===== src/rtl/scws_pkg.sv =====
package scws_pkg;

    localparam logic [7:0] CHAR_DASH   = 8'h2D;
    localparam logic [7:0] CHAR_LBR    = 8'h5B;
    localparam logic [7:0] CHAR_RBR    = 8'h5D;
    localparam logic [7:0] CHAR_NL     = 8'h0A;
    localparam logic [7:0] CHAR_BSLASH = 8'h5C;
    localparam logic [7:0] CHAR_DQUOTE = 8'h22;
    localparam logic [7:0] CHAR_SQUOTE = 8'h27;
    localparam logic [7:0] CHAR_SPACE  = 8'h20;

    localparam int WINDOW_DEPTH = 3;
    localparam int MAX_RESULTS  = 4;

    typedef struct packed {
        logic [1:0] skip;
        logic [7:0] prev;
        logic       seen;
        logic       in_str;
        logic [7:0] quote;
        logic       in_line;
        logic       in_block;
        logic       after_space;
    } dec_state_t;

    typedef struct packed {
        dec_state_t st;
        logic       emit;
        logic [7:0] data;
    } dec_result_t;

    function automatic logic is_ws(logic [7:0] c);
        return (c == CHAR_SPACE) || (c inside {[8'd9:8'd13]});
    endfunction

    function automatic logic is_alnum(logic [7:0] c);
        return (c inside {[8'h30:8'h39], [8'h41:8'h5A], [8'h61:8'h7A]});
    endfunction

    // decide one byte given the byte after it and whether "[[" follows the pair
    function automatic dec_result_t decide(dec_state_t s, logic [7:0] c, logic [7:0] nx,
                                           logic has_nx, logic blk);
        dec_result_t r;
        r.st   = s;
        r.emit = 1'b0;
        r.data = c;
        if (s.skip != 2'd0)
        begin
            r.st.skip = s.skip - 2'd1;
        end
        else if (!s.in_line && !s.in_block && (c == CHAR_DQUOTE || c == CHAR_SQUOTE))
        begin
            if (!s.in_str)
            begin
                r.st.in_str = 1'b1;
                r.st.quote  = c;
            end
            else if (c == s.quote && s.seen && s.prev != CHAR_BSLASH)
            begin
                r.st.in_str = 1'b0;
            end
            r.emit = 1'b1;
        end
        else if (!s.in_str && !s.in_line && !s.in_block && c == CHAR_DASH && nx == CHAR_DASH)
        begin
            if (blk)
            begin
                r.st.in_block = 1'b1;
                r.st.skip     = 2'd3;
            end
            else
            begin
                r.st.in_line = 1'b1;
            end
        end
        else if (s.in_block && c == CHAR_RBR && nx == CHAR_RBR)
        begin
            r.st.in_block = 1'b0;
            r.st.skip     = 2'd1;
        end
        else if (s.in_line && c == CHAR_NL)
        begin
            r.st.in_line = 1'b0;
            r.emit       = 1'b1;
        end
        else if (s.in_line || s.in_block)
        begin
            r.emit = 1'b0;
        end
        else if (is_ws(c))
        begin
            if (s.in_str)
            begin
                r.emit = 1'b1;
            end
            else if (!s.after_space && s.seen && has_nx && is_alnum(s.prev) && is_alnum(nx))
            begin
                r.emit = 1'b1;
                r.data = CHAR_SPACE;
            end
            r.st.after_space = 1'b1;
        end
        else
        begin
            r.st.after_space = 1'b0;
            r.emit           = 1'b1;
        end
        r.st.prev = c;
        r.st.seen = 1'b1;
        return r;
    endfunction

endpackage


===== src/rtl/script_comment_whitespace_stripper_core.sv =====
// result words of a taken input word are registered in the result queue for the master side
// throughput: one input word per cycle while the queue is empty or its last word drains;
// an end-of-text word yields up to four words, drained one per cycle while m_tready is high
// a byte is decided once two later bytes are in the lookahead window and a third arrives
// reset: asynchronous active-low, clears the window count, scanner flags and result count
module script_comment_whitespace_stripper_core
(
    input  logic       clk,
    input  logic       rst_n,
    input  logic       s_tvalid,
    output logic       s_tready,
    input  logic [7:0] s_tdata,   // char_byte
    input  logic       s_tlast,   // end_of_text
    output logic       m_tvalid,
    input  logic       m_tready,
    output logic [7:0] m_tdata,   // out_byte
    output logic       m_tuser,   // has_byte
    output logic       m_tlast    // out_last
);

    scws_pkg::dec_state_t  state_reg, state_next;
    logic [7:0]            la_reg [scws_pkg::WINDOW_DEPTH];
    logic [7:0]            la_next [scws_pkg::WINDOW_DEPTH];
    logic [1:0]            wcount_reg, wcount_next;
    logic [7:0]            q_reg [scws_pkg::MAX_RESULTS];
    logic [7:0]            q_next [scws_pkg::MAX_RESULTS];
    logic [2:0]            rem_reg, rem_next;
    logic                  last_reg, last_next;
    logic                  bare_reg, bare_next;

    logic                  accept;
    logic                  drain;
    logic [7:0]            buf_b [scws_pkg::MAX_RESULTS + 1];
    logic [2:0]            fill;
    scws_pkg::dec_state_t  chain [scws_pkg::MAX_RESULTS + 1];
    scws_pkg::dec_result_t res [scws_pkg::MAX_RESULTS];
    scws_pkg::dec_result_t dn;
    logic [7:0]            flush_q [scws_pkg::MAX_RESULTS];
    logic [2:0]            flush_cnt;

    assign m_tvalid = (rem_reg != 3'd0);
    assign m_tdata  = q_reg[0];
    assign m_tuser  = !bare_reg;
    assign m_tlast  = last_reg && (rem_reg == 3'd1);
    assign drain    = m_tvalid && m_tready;
    assign s_tready = (rem_reg == 3'd0) || ((rem_reg == 3'd1) && m_tready);
    assign accept   = s_tvalid && s_tready;

    // steady-state decision on the oldest window byte
    assign dn = scws_pkg::decide(state_reg, la_reg[0], la_reg[1], 1'b1,
                                 (la_reg[2] == scws_pkg::CHAR_LBR) &&
                                 (s_tdata == scws_pkg::CHAR_LBR));

    // flush path: window plus the new byte, zero beyond
    always_comb
    begin
        fill = {1'b0, wcount_reg} + 3'd1;
        for (int i = 0; i < scws_pkg::WINDOW_DEPTH; i++)
        begin
            if (2'(i) < wcount_reg)
                buf_b[i] = la_reg[i];
            else if (2'(i) == wcount_reg)
                buf_b[i] = s_tdata;
            else
                buf_b[i] = 8'd0;
        end
        buf_b[3] = (wcount_reg == 2'd3) ? s_tdata : 8'd0;
        buf_b[4] = 8'd0;

        chain[0] = state_reg;
        for (int p = 0; p < scws_pkg::MAX_RESULTS; p++)
        begin
            res[p] = scws_pkg::decide(chain[p], buf_b[p], buf_b[p + 1],
                                      (3'(p + 1) < fill),
                                      (p == 0) && (fill == 3'd4) &&
                                      (buf_b[2] == scws_pkg::CHAR_LBR) &&
                                      (buf_b[3] == scws_pkg::CHAR_LBR));
            chain[p + 1] = (3'(p) < fill) ? res[p].st : chain[p];
        end

        flush_cnt = 3'd0;
        for (int k = 0; k < scws_pkg::MAX_RESULTS; k++)
            flush_q[k] = 8'd0;
        for (int p = 0; p < scws_pkg::MAX_RESULTS; p++)
        begin
            if ((3'(p) < fill) && res[p].emit)
            begin
                flush_q[flush_cnt[1:0]] = res[p].data;
                flush_cnt               = flush_cnt + 3'd1;
            end
        end
    end

    always_comb
    begin
        state_next  = state_reg;
        la_next     = la_reg;
        wcount_next = wcount_reg;
        q_next      = q_reg;
        rem_next    = rem_reg;
        last_next   = last_reg;
        bare_next   = bare_reg;

        if (drain)
        begin
            for (int k = 0; k < scws_pkg::MAX_RESULTS - 1; k++)
                q_next[k] = q_reg[k + 1];
            rem_next = rem_reg - 3'd1;
        end

        if (accept)
        begin
            if (s_tlast)
            begin
                state_next  = '0;
                wcount_next = 2'd0;
                q_next      = flush_q;
                last_next   = 1'b1;
                if (flush_cnt == 3'd0)
                begin
                    rem_next  = 3'd1;
                    bare_next = 1'b1;
                end
                else
                begin
                    rem_next  = flush_cnt;
                    bare_next = 1'b0;
                end
            end
            else
            begin
                last_next = 1'b0;
                bare_next = 1'b0;
                if (wcount_reg == 2'd3)
                begin
                    state_next = dn.st;
                    la_next[0] = la_reg[1];
                    la_next[1] = la_reg[2];
                    la_next[2] = s_tdata;
                    q_next[0]  = dn.data;
                    rem_next   = dn.emit ? 3'd1 : 3'd0;
                end
                else
                begin
                    la_next[wcount_reg] = s_tdata;
                    wcount_next         = wcount_reg + 2'd1;
                    rem_next            = 3'd0;
                end
            end
        end
    end

    always_ff @(posedge clk or negedge rst_n)
    begin
        if (!rst_n)
        begin
            state_reg  <= '0;
            wcount_reg <= 2'd0;
            rem_reg    <= 3'd0;
            last_reg   <= 1'b0;
            bare_reg   <= 1'b0;
        end
        else
        begin
            state_reg  <= state_next;
            wcount_reg <= wcount_next;
            rem_reg    <= rem_next;
            last_reg   <= last_next;
            bare_reg   <= bare_next;
        end
    end

    always_ff @(posedge clk)
    begin
        la_reg <= la_next;
        q_reg  <= q_next;
    end

endmodule

===== config.mk =====
export PLATFORM = sky130hd
export DESIGN_NAME = script_comment_whitespace_stripper_core
export DESIGN_NICKNAME = d
export VERILOG_FILES = /design/src/rtl/scws_pkg.sv /design/src/rtl/script_comment_whitespace_stripper_core.sv
export SDC_FILE = /design/constraint.sdc
export NUM_CORES = 1
export LEC_CHECK = 0
export BUFFER_PORTS_ARGS = -buffer_cell sky130_fd_sc_hd__buf_2
export CAP_MARGIN = 5
export CORE_ASPECT_RATIO = 2
export CORE_MARGIN = 3
export CORE_UTILIZATION = 56
export CTS_BUF_LIST = sky130_fd_sc_hd__clkbuf_8
export DETAILED_ROUTE_END_ITERATION = 8
export MAX_ROUTING_LAYER = met4
export PLACE_DENSITY = 0.73
export SKIP_LAST_GASP = 1
export SLEW_MARGIN = 20
export SYNTH_ARGS = -nofsm -noshare
export SYNTH_HDL_FRONTEND = slang
export SYNTH_SLANG_ARGS = --single-unit

===== constraint.sdc =====
create_clock -name clk -period 5.82 [get_ports clk]
set_input_delay 1.164 -clock clk [delete_from_list [all_inputs] [get_ports clk]]
set_output_delay 1.164 -clock clk [all_outputs]
set_load 0.03 [all_outputs]

---- Yosys cells after proc, flatten, opt, wreduce, memory -nomap -nowiden ----
Cells that the tools add are included.
word-level totals
  output and inout bits ................... 12
  input port bits ......................... 13
  logic and storage cells ................. 498
  flip-flop bits (word level) ............. 86
cells by class
  bitwise logic cells ..................... 5
  reduce and logical (&&, ||, !) cells .... 160
  equality and inequality tests ........... 61
  $add $sub $neg .......................... 9
  magnitude comparators ................... 67
  multiplexer cells ....................... 177
operators with widths
  kind                number
  $mux 8              38
  $eq 8x6->1 const B  21
  $mux 32             4
  $mux 23             5
  $ge 8x7->1 const B  14
  $le 8x7->1 const B  14
  $logic_and 1x1->1   99
  $bwmux 32           3
  $mux 21             4
  $eq 8x7->1 const B  10
  $mux 24             3
  $mux 9              8
  $demux 8 s2         4
  $mux 1              61
  $mux 10             6
  $ge 8x6->1 const B  7
  $le 8x6->1 const B  7
  $mux 2              27
  $eq 8x4->1 const B  5
  $ge 8x4->1 const B  5
  $le 8x4->1 const B  5
  $mux 3              11
  $eq 8x8->1          4
  $reduce_bool 3->1   10
  other kinds (37)    104

---- Longest topological paths before layout ----
  depth in word-level cells ............... 59
  mapped depth ............................ 28
  mapped depth without buffers ............ 22

---- Least setup slack after synthesis ----
Ideal clock, no wire load.
  path type ............................... register -> register
  start ................................... reg wcount_reg[1]
  end ..................................... reg q_reg, in the netlist m_tdata[0]
  data required time ...................... 5.704 ns
  path slack .............................. 0.562 ns
  stages on the path, launching flop included .. 25
  arrival time ............................ 5.143 ns
  path buffers ............................ 5
  cells stage by stage .................... dfrtp_1 -> buf_2 -> clkbuf_1 -> inv_1 -> ha_1 -> buf_6 -> mux2_4 -> a211oi_2 -> nand2_1 -> o31ai_2 -> nand2_1 -> nor3_1 -> mux2_4 -> a31o_2 -> a211oi_1 -> buf_2 -> o21ba_2 -> inv_1 -> ha_1 -> inv_1 -> a2111o_1 -> o211a_1 -> buf_6 -> mux2i_1 -> a31o_1
RTL lines
  item                    RTL line                                        source
  from (decl)             script_comment_whitespace_stripper_core.sv:24   logic [1:0] wcount_reg, wcount_next;
  from (signal assigned)  script_comment_whitespace_stripper_core.sv:166  wcount_reg <= wcount_next;
  to (signal assigned)    script_comment_whitespace_stripper_core.sv:176  q_reg <= q_next;
  to (decl)               script_comment_whitespace_stripper_core.sv:25   logic [7:0] q_reg [scws_pkg::MAX_RESULTS];

==> impl.org <==
** Setup path
- In this design, the largest share of critical-path delay is due to compound AO/OA/AOI/OAI gates.
- Along the worst path, the maximum fanout reaches 31.
- Slowest stage cell on the critical path :: sky130_fd_sc_hd__a211oi_2
- STA classifies the critical path startpoint as a flop.
- Worst endpoint required time :: slightly above 6 ns
- The largest single stage delay on the critical path is between 0.5 and 0.6 ns.
- Together, buffers and inverters on the worst path number 4.
- STA puts the critical path data arrival time at 5.83 ns.
- Critical path type :: flop to flop
- Traced cell by cell, the critical path runs through inv_1 > ha_1 > buf_12 > mux2_4 > a211oi_2 > nand2_1 > o31ai_2 > nand2_1 > nor3_1 > mux2_4 > a31o_2 > a211oi_1 > o21ba_2 > inv_1 > ha_1 > inv_1 > a2111o_1 > o211a_1 > mux2i_1 > a31o_1.
- By instance count, the cell type seen most on the critical path is sky130_fd_sc_hd__inv_1.
- STA classifies the critical path endpoint as a flop.

** Route
- Iteration-0 DRC Markers :: around 940
- The detailed router put a total of between 10000 and 15000 um of wire on met1.
- The routed design uses 18200 um of met2 wire.
- Wire segments on met3 add up to 2750 um in the final route.
- Using the TritonRoute via totals, the vias-per-cell ratio works out to 7.15.
- Average wire per standard cell :: roughly 30 um
- Highest metal layer with signal wires :: met4
- DRT Pass-1 Iters :: 6
- Remaining number of nets flagged by the antenna check after routing :: 0
- Total via count after detailed routing :: between 8000 and 9000
- DRC errors left :: 0
- The final layout contains routed wiring with a total length of 37400 um.

** Run
- The tool flagged a number of max-cap violations equal to 0.

** Die
- The floorplan step defined a die boundary enclosing between 15000 and 20000 um2.
- The core region is 14900 um2.
- The die is between 150 and 200 um tall.
- Row generation in the floorplan step produced 63 rows.
- Once the floorplan was initialized, standard cells occupied between 50 and 60% of the core.
- Top-level I/O count :: 25
- The die is 93.5 um wide.

** Clocking
- In this run, CTS created clock tree buffers numbering 9.
- TritonCTS built the clock tree.
- Number of setup buffers added after CTS :: 0
- Hold-fix buffers at CTS :: 0
- CTS HTree Levels :: 3
- CTS sink cnt :: between 80 and 90
- Clock latency on the worst-skew pair, taken at its later pin, is 0.40 ns.
- Maximum buffer depth of the clock tree :: 2
- Clock slew at reported path FFs :: 0.10 ns
- Post-cts repair resize count :: 0
- In this run the clock root is driven by a sky130_fd_sc_hd__clkbuf_8.

** GRT
- Global routing finished with a remaining overflow of 0.
- The initial antenna violation count is 0.
- Entering global routing, the biggest net connects 33 pins.
- The first global-routing pass estimated 55500 um of wire.
- Overall routing resource usage :: a little under half
- The via count of the first global-routing pass was 9028.

** Finish
- Final instance count without filler cells :: around 1300
- From synthesis to final layout, the design area changed by 6.52%.
- Final standard cell utilization of the core :: between 60% and 70%
- Nets :: about 1100
- After filler insertion, the fill cell instance count of the layout stands at around 1400.
- The finished cells cover about 9100 um2.
- Max FFs per register :: 24
- Fraction of layout instances using a drive strength above 1 :: 18.2%

** Timing
- The number of pins with negative max-slew slack in the final report came to 0.
- Static timing analysis puts the maximum clock frequency at 181 MHz.
- For the pin with the worst max-slew slack, the measured transition is 1.29 ns.
- Worst Setup Slack, final :: approximately 0.28 ns
- Relative slew margins :: roughly an eighth
- Sum of negative setup slack :: 0 ns
- Final worst clock skew :: ~0.015 ns
- Final worst path period need :: 5.54 ns
- Dividing the final minimum period by the clock period gives 95.2%.
- Unrepaired setup endpoints after global routing :: false
- The number of hold-slack violations in the final timing report was 0.
- Setup violations remaining at the end of the flow were counted as 0.

** Synth
- Cell variety after synth :: approximately 120
- Synthesis produced ~1000 cells.
- The mapped netlist covers approximately 8600 um2.
- Net count of the mapped netlist :: between 1000 and 1500
- Main synth FF type :: sky130_fd_sc_hd__edfxtp_1
- After synthesis, the share of flip-flops with an asynchronous set or reset is a little over a third.
- Register bit total from synthesis :: between 80 and 90
- Part of the Yosys area used for sequential elements :: about a quarter
- The Yosys step of the flow raised 0 warnings.
- Synth Area per Inst :: 8.20 um2
- Post-synth EDFFs :: 32

** Status
- Result of the run :: finished, final reports clean

** Placement
- Weighted congestion reported at the end of routability-driven placement :: roughly 1.2
- Placed cell area :: slightly below 9000 um2
- HPWL Detailed :: 29300 um
- OpenSTA, run right after detailed placement, puts the worst setup slack at ~0.18 ns.
- Total instance count after detailed placement :: 1241
- In this run the tool buffered the top-level ports with 24 buffer cells.

** Pwr
- Max VDD drop :: between 0.0004 and 0.0005 V
- Static Leakage :: 0.00361 uW
- Pwr Density :: approximately 520 nW/um2

** Hold path
- Path type of the worst min-delay path :: flop to flop
path summary, 6_finish.rpt:
| path | end | start | slack [ns] | cells after the start |
|---|---|---|---|---|
| max in group asynchronous | bare_reg | rst_n | 4.60 | 1 |
| hold / removal | last_reg | last_reg | 0.48 | 2 |
| setup / recovery | m_tdata[0] | wcount_reg[1] | 0.28 | 20 |
| hold reg to reg | last_reg | last_reg | 0.48 | 2 |
| setup reg to reg | m_tdata[0] | wcount_reg[1] | 0.28 | 20 |
| min in group asynchronous | wcount_reg[0] | rst_n | 0.78 | 1 |
final cells by class:
| class | instances | area, um2 | share of cell area [%] |
|---|---|---|---|
| tap | 195 | 244 | 2.67 |
| inverter | 27 | 101 | 1.11 |
| antenna | 1 | 2.50 | 0.0274 |
| clock inverter | 7 | 73.8 | 0.808 |
| clock buffer | 9 | 124 | 1.36 |
| multi-input combinational | 844 | 5780 | 63.2 |
| sequential | 86 | 2190 | 24.0 |
| timing repair buffer | 89 | 621 | 6.79 |
Yosys cell counts (all sizes together) (7+ instances only):
master	instances	area, um2
nand2	145	552
nor2	81	309
o21ai	52	264
clkbuf	51	282
mux2i	48	497
a21oi	41	220
buf	38	248
nand3	35	190
edfxtp	32	961
and2	31	201
dfrtp	30	751
nor3	27	145
inv	26	97.6
a22o	25	219
xnor2	25	226
dfxtp	24	480
nor4	23	150
a211oi	22	188
mux2	22	259
a22oi	16	125
ha	15	188
a31oi	14	93.8
nand4	13	87.6
o211ai	13	111
o31ai	12	136
o22ai	11	68.8
a221o	9	90.1
and3	9	56.3
nand3b	9	67.6
nand2b	8	50.1
a21o	7	53.8
a32oi	7	61.3
nor2b	7	43.8
nor3b	7	57.6
report_power, final:
part	total, uW	internal, uW	switching, uW	leakage [uW]
logic	3250	1180	2080	0.00262
registers	1030	805	223	0.000902
clock network	441	199	241	0.0000937
routing by layer:
layer,track usage [%],vias to the layer above
met5,-,-
met1,43.6,4222
met3,10.5,272
met2,74.8,570
li1,-,3931
met4,44.8,0
layout by cell type (no fill, tap or decap), drive strengths merged, types with 11 or more instances in the layout:
| cell | instances |
|---|---|
| o21ai | 52 |
| a21oi | 41 |
| edfxtp | 32 |
| and2 | 31 |
| nand3 | 35 |
| mux2i | 48 |
| nor4 | 23 |
| o22ai | 11 |
| a31oi | 14 |
| ha | 15 |
| nor3 | 27 |
| a22o | 25 |
| o31ai | 12 |
| nand2 | 145 |
| xnor2 | 25 |
| a22oi | 16 |
| inv | 29 |
| nand4 | 13 |
| nor2 | 81 |
| dfrtp | 30 |
| o211ai | 13 |
| dfxtp | 24 |
| buf | 89 |
| mux2 | 22 |
| a211oi | 22 |
worst min-delay path, stage by stage (launching register included):
cell,delay (ns)
sky130_fd_sc_hd__dfrtp_1,0.35
sky130_fd_sc_hd__nand2_1,0.05
sky130_fd_sc_hd__nand2_1,0.05
cell families after synthesis:
logic type                 Yosys count  synth area share (%)
AOI/OAI and AO/OA                  280                  24.6
xor gates and xnor gates            31                  3.25
adders and majority gates           15                  2.19
buffers and inverters              116                  7.35
DFF                                 86                  25.6
muxes                               70                  8.81
and+or+nand+nor                    448                  28.2
per-stage QoR:
| step | total power [uW] | hold WS [ns] |
|---|---|---|
| 3_5_place_dp | 4140 | 0.468 |
| 5_1_grt | 4940 | 0.537 |
| 6_report | 4720 | 0.485 |
| 2_1_floorplan | 3090 | 0.446 |
| 3_3_place_gp | 4130 | 0.459 |
| 4_1_cts | 4580 | 0.490 |
Note: power is estimated with default switching activity, not from simulation.
